File: src/rtl/tpe_pkg.sv
// Shared types, widths and helper functions for the TMDS pixel encoder.
package tpe_pkg;

  localparam int unsigned BYTE_W = 8;
  localparam int unsigned SYM_W  = 10;
  localparam int unsigned PAIR_W = 2 * SYM_W;
  localparam int unsigned DISP_W = 5;

  typedef logic [BYTE_W-1:0]        byte_t;
  typedef logic [SYM_W-1:0]         symbol_t;
  typedef logic [PAIR_W-1:0]        pairs_t;
  typedef logic signed [DISP_W-1:0] disp_t;
  typedef logic [3:0]               count_t;

  function automatic count_t popcount8(input byte_t value);
    count_t n;
    n = '0;
    for (int i = 0; i < BYTE_W; i++) begin
      n = n + count_t'(value[i]);
    end
    return n;
  endfunction

  function automatic pairs_t spread_pairs(input symbol_t sym);
    pairs_t p;
    p = '0;
    for (int i = 0; i < SYM_W; i++) begin
      p[2*i]   = sym[i];
      p[2*i+1] = ~sym[i];
    end
    return p;
  endfunction

  function automatic symbol_t positive_bits(input pairs_t p);
    symbol_t s;
    s = '0;
    for (int i = 0; i < SYM_W; i++) begin
      s[i] = p[2*i];
    end
    return s;
  endfunction

  function automatic symbol_t negative_bits(input pairs_t p);
    symbol_t s;
    s = '0;
    for (int i = 0; i < SYM_W; i++) begin
      s[i] = p[2*i+1];
    end
    return s;
  endfunction

endpackage

File: src/rtl/tmds_pixel_encoder.sv
// TMDS pixel encoder: DVI data symbol encoding with running disparity.
//
//   channel | direction | handshake             | payload
//   --------+-----------+-----------------------+------------------------------------
//   in      | input     | in_valid / in_ready   | pixel_byte
//   out     | output    | out_valid / out_ready | tmds_symbol, pair_bits, new_disparity
//
// One transaction per cycle is sustained while out_ready is high. A byte is held in
// an input register, encoded by combinational logic and written to the output
// register, which presents the result. The output register also holds the
// running disparity, which rst clears to zero. When out_ready is low both
// registers fill and in_ready drops until the output transaction completes.
module tmds_pixel_encoder (
  input  logic                        clk,
  input  logic                        rst,
  input  logic                        in_valid,
  output logic                        in_ready,
  input  tpe_pkg::byte_t              pixel_byte,
  output logic                        out_valid,
  input  logic                        out_ready,
  output tpe_pkg::symbol_t            tmds_symbol,
  output tpe_pkg::pairs_t             pair_bits,
  output logic signed [tpe_pkg::DISP_W-1:0] new_disparity
);

  logic             hold_valid;
  tpe_pkg::byte_t   hold_byte;
  logic             advance;

  tpe_pkg::count_t  ones_in;
  logic             use_xnor;
  tpe_pkg::byte_t   chain;
  tpe_pkg::count_t  ones_chain;
  logic             flag8;
  logic             disp_pos;
  logic             disp_zero;
  logic             chain_more_ones;
  logic signed [5:0] excess;
  logic signed [5:0] delta;
  tpe_pkg::symbol_t symbol_next;
  tpe_pkg::disp_t   disparity_next;

  assign advance  = hold_valid && (!out_valid || out_ready);
  assign in_ready = !hold_valid || advance;

  always_ff @(posedge clk) begin
    if (rst) begin
      hold_valid <= 1'b0;
    end else if (in_ready) begin
      hold_valid <= in_valid;
    end
    if (in_ready && in_valid) begin
      hold_byte <= pixel_byte;
    end
  end

  always_comb begin
    ones_in  = tpe_pkg::popcount8(hold_byte);
    use_xnor = (ones_in > 4'd4) || (ones_in == 4'd4 && !hold_byte[0]);
    chain[0] = hold_byte[0];
    for (int i = 1; i < tpe_pkg::BYTE_W; i++) begin
      chain[i] = hold_byte[i] ^ chain[i-1] ^ use_xnor;
    end
    flag8      = !use_xnor;
    ones_chain = tpe_pkg::popcount8(chain);
    excess     = $signed({1'b0, ones_chain, 1'b0}) - 6'sd8;

    disp_zero       = (new_disparity == '0);
    disp_pos        = !new_disparity[tpe_pkg::DISP_W-1] && !disp_zero;
    chain_more_ones = ones_chain > 4'd4;

    if (disp_zero || ones_chain == 4'd4) begin
      if (flag8) begin
        symbol_next = {2'b01, chain};
        delta       = excess;
      end else begin
        symbol_next = {2'b10, ~chain};
        delta       = -excess;
      end
    end else if ((disp_pos && chain_more_ones) ||
                 (!disp_pos && ones_chain < 4'd4)) begin
      symbol_next = {1'b1, flag8, ~chain};
      delta       = (flag8 ? 6'sd2 : 6'sd0) - excess;
    end else begin
      symbol_next = {1'b0, flag8, chain};
      delta       = excess - (flag8 ? 6'sd0 : 6'sd2);
    end
    disparity_next = new_disparity + delta[tpe_pkg::DISP_W-1:0];
  end

  always_ff @(posedge clk) begin
    if (rst) begin
      out_valid     <= 1'b0;
      new_disparity <= '0;
    end else begin
      if (advance) begin
        out_valid     <= 1'b1;
        new_disparity <= disparity_next;
      end else if (out_ready) begin
        out_valid <= 1'b0;
      end
    end
    if (advance) begin
      tmds_symbol <= symbol_next;
      pair_bits   <= tpe_pkg::spread_pairs(symbol_next);
    end
  end

  assert property (@(posedge clk) disable iff (rst)
    out_valid |-> (tpe_pkg::positive_bits(pair_bits) == tmds_symbol &&
                   tpe_pkg::negative_bits(pair_bits) == ~tmds_symbol))
    else $error("Differential pair bits disagree with the symbol.");

  assert property (@(posedge clk) disable iff (rst)
    !in_ready |-> (hold_valid && out_valid && !out_ready))
    else $error("Input stalled while the pipeline could move.");

  assert property (@(posedge clk) disable iff (rst)
    (out_valid && !out_ready) |=> $stable(new_disparity))
    else $error("Running disparity changed while the output was stalled.");

  assert property (@(posedge clk)
    rst |=> (!out_valid && !hold_valid && new_disparity == '0))
    else $error("Encoder not cleared after reset.");

endmodule
File: config.mk
export PLATFORM = sky130hd
export DESIGN_NAME = tmds_pixel_encoder
export DESIGN_NICKNAME = d
export VERILOG_FILES = /design/src/rtl/tpe_pkg.sv /design/src/rtl/tmds_pixel_encoder.sv
export SDC_FILE = /design/constraint.sdc
export NUM_CORES = 1
export LEC_CHECK = 0
export ABC_AREA = 1
export BUFFER_PORTS_ARGS = -buffer_cell sky130_fd_sc_hd__buf_2
export CAP_MARGIN = 40
export CELL_PAD_IN_SITES_DETAIL_PLACEMENT = 0
export CELL_PAD_IN_SITES_GLOBAL_PLACEMENT = 2
export CORE_MARGIN = 2
export CORE_UTILIZATION = 32
export CTS_BUF_LIST = sky130_fd_sc_hd__clkbuf_4 sky130_fd_sc_hd__clkbuf_8
export CTS_CLUSTER_DIAMETER = 150
export CTS_CLUSTER_SIZE = 10
export DETAILED_ROUTE_END_ITERATION = 8
export PLACE_DENSITY_LB_ADDON = 0.1
export SLEW_MARGIN = 20
export SYNTH_ARGS = -nofsm -noshare
export SYNTH_HDL_FRONTEND = slang
export SYNTH_SLANG_ARGS = --single-unit
File: constraint.sdc
create_clock -name clk -period 8.15 [get_ports clk]
set_input_delay 0.815 -clock clk [delete_from_list [all_inputs] [get_ports clk]]
set_output_delay 0.815 -clock clk [all_outputs]
set_load 0.1 [all_outputs]
==> results of run 1 <==
==> cells by family after synthesis <==
group / Yosys count / share of synthesized area
buffers and inverters: 59 / 0.109
AO/OA/AOI/OAI: 20 / 0.0548
other: 1 / 0.00155
XOR/XNOR: 13 / 0.0502
flip-flops: 34 / 0.397
AND/OR/NAND/NOR: 98 / 0.234
adder cells (fa/ha/maj): 25 / 0.154
==> final cells by class <==
| type | count | area (sq um) | share of cell area |
|---|---|---|---|
| clock buffer | 6 | 76.3 | 0.0260 |
| clock inverter | 2 | 8.76 | 0.00299 |
| inverter | 48 | 180 | 0.0614 |
| multi-input combinational | 157 | 1240 | 0.424 |
| sequential | 34 | 961 | 0.328 |
| tap | 99 | 124 | 0.0422 |
| timing repair buffer | 60 | 340 | 0.116 |
==> placed cells by master (no fill, tap or decap), types with 2 or more instances in the layout <==
master,instances
buf_4,12
o211ai_1,4
nand2_1,41
nand2_4,8
edfxtp_1,28
buf_2,47
a21oi_1,8
nor2_1,6
nand2_2,9
inv_1,39
nand3_1,20
inv_2,9
nand3_4,2
ha_1,15
dfxtp_1,6
xor2_1,10
o21ai_0,4
nand3_2,8
clkbuf_8,5
fa_1,7
==> tightest hold or removal path, cell delays in order, from the launching register on <==
cell and delay [ns]:
dfxtp_1 0.33, inv_1 0.07, a21oi_1 0.05
==> state kept, by name, indices dropped and copies added, names as in the netlist <==
signal         cells
pair_bits         11
tmds_symbol        9
hold_byte          8
new_disparity      4
hold_valid         1
out_valid          1
==> Yosys cell counts <==
| cell | count |
|---|---|
| nand2_1 | 44 |
| inv_1 | 40 |
| edfxtp_1 | 28 |
| nand3_1 | 21 |
| ha_1 | 17 |
| buf_4 | 11 |
| xor2_1 | 10 |
| a21oi_1 | 8 |
| fa_1 | 8 |
| inv_2 | 8 |
| nand2_4 | 8 |
| nand3_2 | 7 |
| dfxtp_1 | 6 |
| nand2_2 | 6 |
| nor2_1 | 6 |
| o211ai_1 | 4 |
| o21ai_0 | 4 |
| nand3_4 | 2 |
| xnor2_1 | 2 |
| a21oi_4 | 1 |
| a31oi_2 | 1 |
| conb_1 | 1 |
| nand2_8 | 1 |
| nand3b_1 | 1 |
| nor2_2 | 1 |
| o21bai_1 | 1 |
| o22ai_1 | 1 |
| or2_1 | 1 |
| xor2_2 | 1 |
==> through the flow <==
step	TNS, ns	worst slack, ns	utilization	hold slack (ns)	instance area (sq um)
after floorplan	0	0.455	-	0.559	2420
after global placement	0	0.297	0.381	0.496	2780
after detailed placement	0	0.315	0.381	0.484	2780
after CTS	0	0.237	0.393	0.497	2860
after global routing	-0.0422	-0.0422	0.402	0.532	2930
final	0	0.411	0.402	0.493	2930
==> metal layers <==
layer / share of wire / track usage
met1: 0.48 / 0.147
met2: 0.47 / 0.198
met3: 0.041 / 0.0249
met4: 0.0094 / 0.0341
met5: 0 / 0
==> timing repair <==
| action | CTS | global route |
|---|---|---|
| gates resized for setup | 0 | 11 |
| endpoints found under the setup margin | 0 | 2 |
| hold buffers | 0 | 0 |
| buffers inserted | 0 | 1 |
==> worst paths after layout <==
check | depth (start not counted) | end | slack (ns)
worst max-delay path | 41 | new_disparity[4] | 0.41
worst min-delay path | 2 | new_disparity[3] | 0.49
worst max register to register | 41 | new_disparity[4] | 0.41
worst min register to register | 2 | new_disparity[3] | 0.49
==> metrics.md, run 1 <==
| Metric | Value |
|---|---|
| Status | complete, no violations |
| Required time of the critical path | between 8 and 9 ns |
| Num rows | 31 |
| Vias/cell | 4.28 |
| Overall die height | just over 90 um |
| CTS tree | done |
| First DRT Iteration DRCs | 62 |
| Seq/Total Area, Yosys | 0.397 |
| CP Buf/Inv Count | 5 |
| Period utilization | 0.950 |
| Worst Hold Class | register to register |
| Syn nets | roughly 290 |
| Drt first pass iters | 4 |
| Largest stage delay, worst path | between 0.5 and 0.6 ns |
| Critical Path Sink Type | register |
| CP Class | register to register |
| Die X-Extent | between 90 and 100 um |
| Synth Register Bits | 34 |
| Largest net degree at the start of global routing | 22 |
| Area growth syn-to-layout | 21.2% |
| Max-slew violation count | 0 |
| # placed instances | around 400 |
| Via Count | roughly 1700 |
| Worst-skew pair later-pin latency | 0.28 ns |
| Cell type with the largest total area after synthesis | edfxtp_1 |
| Nets@finish | between 300 and 400 |
| Core area | around 0.0073 sq mm |
| Post-Syn Area | around 0.0024 sq mm |
| Post-route DRC violation count | 0 |
| Top cell type's share of synthesized area | 0.347 |
| F_max | roughly 0.13 GHz |
| Final std cells w/o fill | 406 |
| Layout cell share with drive strength beyond 1 | 0.365 |
| Final Wtd Congestion | between 0.7 and 0.8 |
| CTS max path bufs | 2 |
| Diodes inserted | 0 |
| Gr ovfl total | 0 |
| Gr usage total | 0.116 |
| DR WL/cell | between 10 and 15 um |
| Worst EP arrival | 7.93 ns |
| Cell count after synthesis | between 200 and 300 |
| Worst path top cell family by delay | adder cells |
| Main area contributors after synthesis | edfxtp_1, ha_1, nand2_1, fa_1, inv_1 |
| Final worst path period need | between 7 and 8 ns |
| Max-Cap Viols | 0 |
| CTS sink cnt | 34 |
| Initial Utilization | 0.332 |
| Global-route wire length before repair | ~7500 um |
| Syn avg cell area | about 9.7 sq um |
| Hold Crit Start | new_disparity[3] |
| Vias in the first global route | roughly 1700 |
| Yosys cell types | 29 |
| Clk pin slew, worst setup/hold paths | ~0.08 ns |
| CP Max Fanout | 4 |
| CTS buffer count | 5 |
| Initial antenna violation count | 0 |
| H-tree levels | 2 |
| I/O pin total | 49 |
| RSZ-0062 raised after global routing | true |
| Yosys synthesis warning count | 0 |
| Final Skew | 0.00922 ns |
| Post-detail-place hpwl | approximately 3700 um |
| Final wirelength | about 4600 um |
| Antenna viol nets, final | 0 |
| Buffers on Ports | 47 |
| Clock root cell | clkbuf_8 |
| Crit. Startpoint | hold_byte[3] |
| Final hold vios | 0 |
| Die area | just over 0.008 sq mm |
| CP max stage cell | fa_2 |
| Filler Cell Count | 770 |
| Element type at the critical path start | register |
| Setup-failing EPs final | 0 |
| FF-to-FF Start | hold_byte[3] |
Power of run 1 is not shown: default switching activity piles up to over one toggle a cycle in this logic, so the estimate is an artifact.
==> run 2: changes to the inputs <==
--- a/config.mk
+++ b/config.mk
@@ -17,6 +17,7 @@
 export CTS_CLUSTER_SIZE = 10
 export DETAILED_ROUTE_END_ITERATION = 8
 export PLACE_DENSITY_LB_ADDON = 0.1
+export RECOVER_POWER = 50
 export SLEW_MARGIN = 20
 export SYNTH_ARGS = -nofsm -noshare
 export SYNTH_HDL_FRONTEND = slang
==> run 2 against run 1 <==
Core utilization shrank 0.17 points. Count of clock-buffer cells in the layout is the same. Flip-flop and latch count is the same. Cell area shrank 0.43%. Routed wire length grew 0.20%. Critical path type unchanged.
==> metrics.md, run 2 (synthesis gave the netlist of run 1 again) <==
| Metric | Value |
|---|---|
| CP Max Fanout | 4 (unchanged) |
| Final Wtd Congestion | 0.791 (unchanged) |
| CTS sink cnt | 34 (unchanged) |
| Hold Crit Start | new_disparity[3] (unchanged) |
| Post-detail-place hpwl | 3710 um (unchanged) |
| Internal reg-to-reg setup slack | 0.41 ns (about the same) |
| CP Buf/Inv Count | 5 (unchanged) |
| Vias in the first global route | 1653 (unchanged) |
| Tightest Pin Transition | 1.17 ns |
| Overall die height | 91.0 um (unchanged) |
| Most frequent cells in the layout | nand2_1, inv_1, buf_2 (was buf_2, nand2_1, inv_1) |
| Relative slew slack | 0.226 |
| CP Class | register to register (unchanged) |
| Final TNS setup | 0 ns (unchanged) |
| Die X-Extent | 91.0 um (unchanged) |
| Hold path cells | 2 (unchanged) |
| Worst EP arrival | 7.93 ns (about the same) |
| Largest net degree at the start of global routing | 22 (unchanged) |
| Nets@finish | 343 (unchanged) |
| Hold EP | new_disparity[3] (unchanged) |
| Final worst path period need | 7.74 ns (about the same) |
| FF-to-FF Start | hold_byte[3] (unchanged) |
| Most common cell after layout, fill and taps aside | nand2_1 (was buf_2) |
| CTS buffer count | 5 (unchanged) |
| Wire length on met3 | 202 um (was 186 um) |
| Area growth syn-to-layout | 20.7% (was 21.2%) |
| Drt first pass iters | 4 (unchanged) |
| Die area | 0.00827 sq mm (unchanged) |
| Largest register by flop count | pair_bits (unchanged) |
| Element type at the critical path start | register (unchanged) |
| Core area | 0.00729 sq mm (unchanged) |
| CP max stage cell | fa_2 (unchanged) |
| Top sig layer | met4 (unchanged) |
| Layout cell share with drive strength beyond 1 | 0.332 (was 0.365) |
| Max reg flops | 11 (unchanged) |
| Final Skew | 0.00922 ns (unchanged) |
| Critical Path Sink Type | register (unchanged) |
| First DRT Iteration DRCs | 62 (unchanged) |
| Period utilization | 0.950 (about the same) |
| Met2 wire length | 2160 um (about the same) |
| Gr usage total | 0.116 (unchanged) |
| # placed instances | 396 (unchanged) |
| Final hold vios | 0 (unchanged) |
| F_max | 0.129 GHz (about the same) |
| R2R Path End | new_disparity[4] (unchanged) |
| Worst R2R Path Depth | 41 (unchanged) |
| RSZ-0062 raised after global routing | true (unchanged) |
| Setup-failing EPs final | 0 (unchanged) |
| Status | complete, no violations (unchanged) |
| Post-route DRC violation count | 0 (unchanged) |
| Via Count | 1737 (unchanged) |
| DR WL/cell | 11.3 um (about the same) |
| Initial antenna violation count | 0 (unchanged) |
| Worst-skew pair later-pin latency | 0.28 ns (about the same) |
| Gr ovfl total | 0 (unchanged) |
| Final std cells w/o fill | 406 (unchanged) |
| Antenna viol nets, final | 0 (unchanged) |
| Global-route wire length before repair | 7540 um (unchanged) |
| Buffers on Ports | 47 (unchanged) |
| I/O pin total | 49 (unchanged) |
| CTS Hold Bufs | 0 (unchanged) |
| WHS | 0.493 ns (unchanged) |
| Worst path top cell family by delay | adder cells (unchanged) |
| Clock root cell | clkbuf_8 (unchanged) |
| Fin util | 0.400 (was 0.402) |
| Final wirelength | 4590 um (about the same) |
| Max-Cap Viols | 0 (unchanged) |
| Num rows | 31 (unchanged) |
| Largest stage delay, worst path | 0.57 ns (about the same) |
| Required time of the critical path | 8.34 ns (about the same) |
| Clk pin slew, worst setup/hold paths | 0.08 ns (about the same) |
| CTS tree | done (unchanged) |
| Wl on met1 | 2190 um (was 2200 um) |
| Vias/cell | 4.28 (unchanged) |
| CTS max path bufs | 2 (unchanged) |
| Diodes inserted | 0 (unchanged) |
| Max-slew violation count | 0 (unchanged) |
| Biggest regs | pair_bits: 11 flops, tmds_symbol: 9 flops, hold_byte: 8 flops (unchanged) |
| Worst Hold Class | register to register (unchanged) |
| H-tree levels | 2 (unchanged) |
| Initial Utilization | 0.332 (unchanged) |
run 2: cell types whose count changed in the layout (fill, tap and decap cells not counted):
cell	previous run	this run
clkbuf_1	0	10
buf_2	47	37
run 2: what timing repair did:
item	CTS	global route
buffers inserted	0	1
resized for setup	0	11
setup endpoints to repair	0	2
run 2: cell type report:
class	instances	area (sq um)
clock buffers	6	76.3
clock inverters	2	8.76
fillers	772	4370
inverters	48	180
multi-input cells	157	1240
flip-flops and latches	34	961
well taps	99	124
repair buffers	60	328
run 2: metal layers:
| layer | global-route usage | vias up |
|---|---|---|
| li1 | - | 914 |
| met1 | 0.147 | 776 |
| met2 | 0.198 | 43 |
| met3 | 0.0249 | 4 |
| met4 | 0.0341 | 0 |
| met5 | 0 | - |
run 2: worst max path at each step:
stage | cells after the start | start | end
2_1_floorplan | 38 | hold_byte[0] | new_disparity[4]
3_3_place_gp | 40 | hold_byte[3] | new_disparity[4]
3_5_place_dp | 37 | hold_byte[3] | new_disparity[4]
4_1_cts | 38 | hold_byte[3] | new_disparity[4]
5_1_grt | 40 | hold_byte[3] | new_disparity[4]
6_report | 41 | hold_byte[3] | new_disparity[4]
run 2: through the flow:
stage,setup WS [ns],instance area [sq um]
after detailed placement,0.315,2780
after global placement,0.297,2780
after floorplan,0.455,2420
after global routing,-0.0422,2920
final,0.411,2920
after CTS,0.237,2860
run 2: worst register-to-register path, delay by kind of cell, from the launching register on:
kind	cells	cell delay [ns]
adder cells (fa/ha/maj)	12	4.51
AND/OR/NAND/NOR	18	1.53
XOR/XNOR	3	0.49
flip-flops	1	0.42
AO/OA/AOI/OAI	3	0.39
buffers and inverters	5	0.31
Power of run 2 is left out for the same reason.
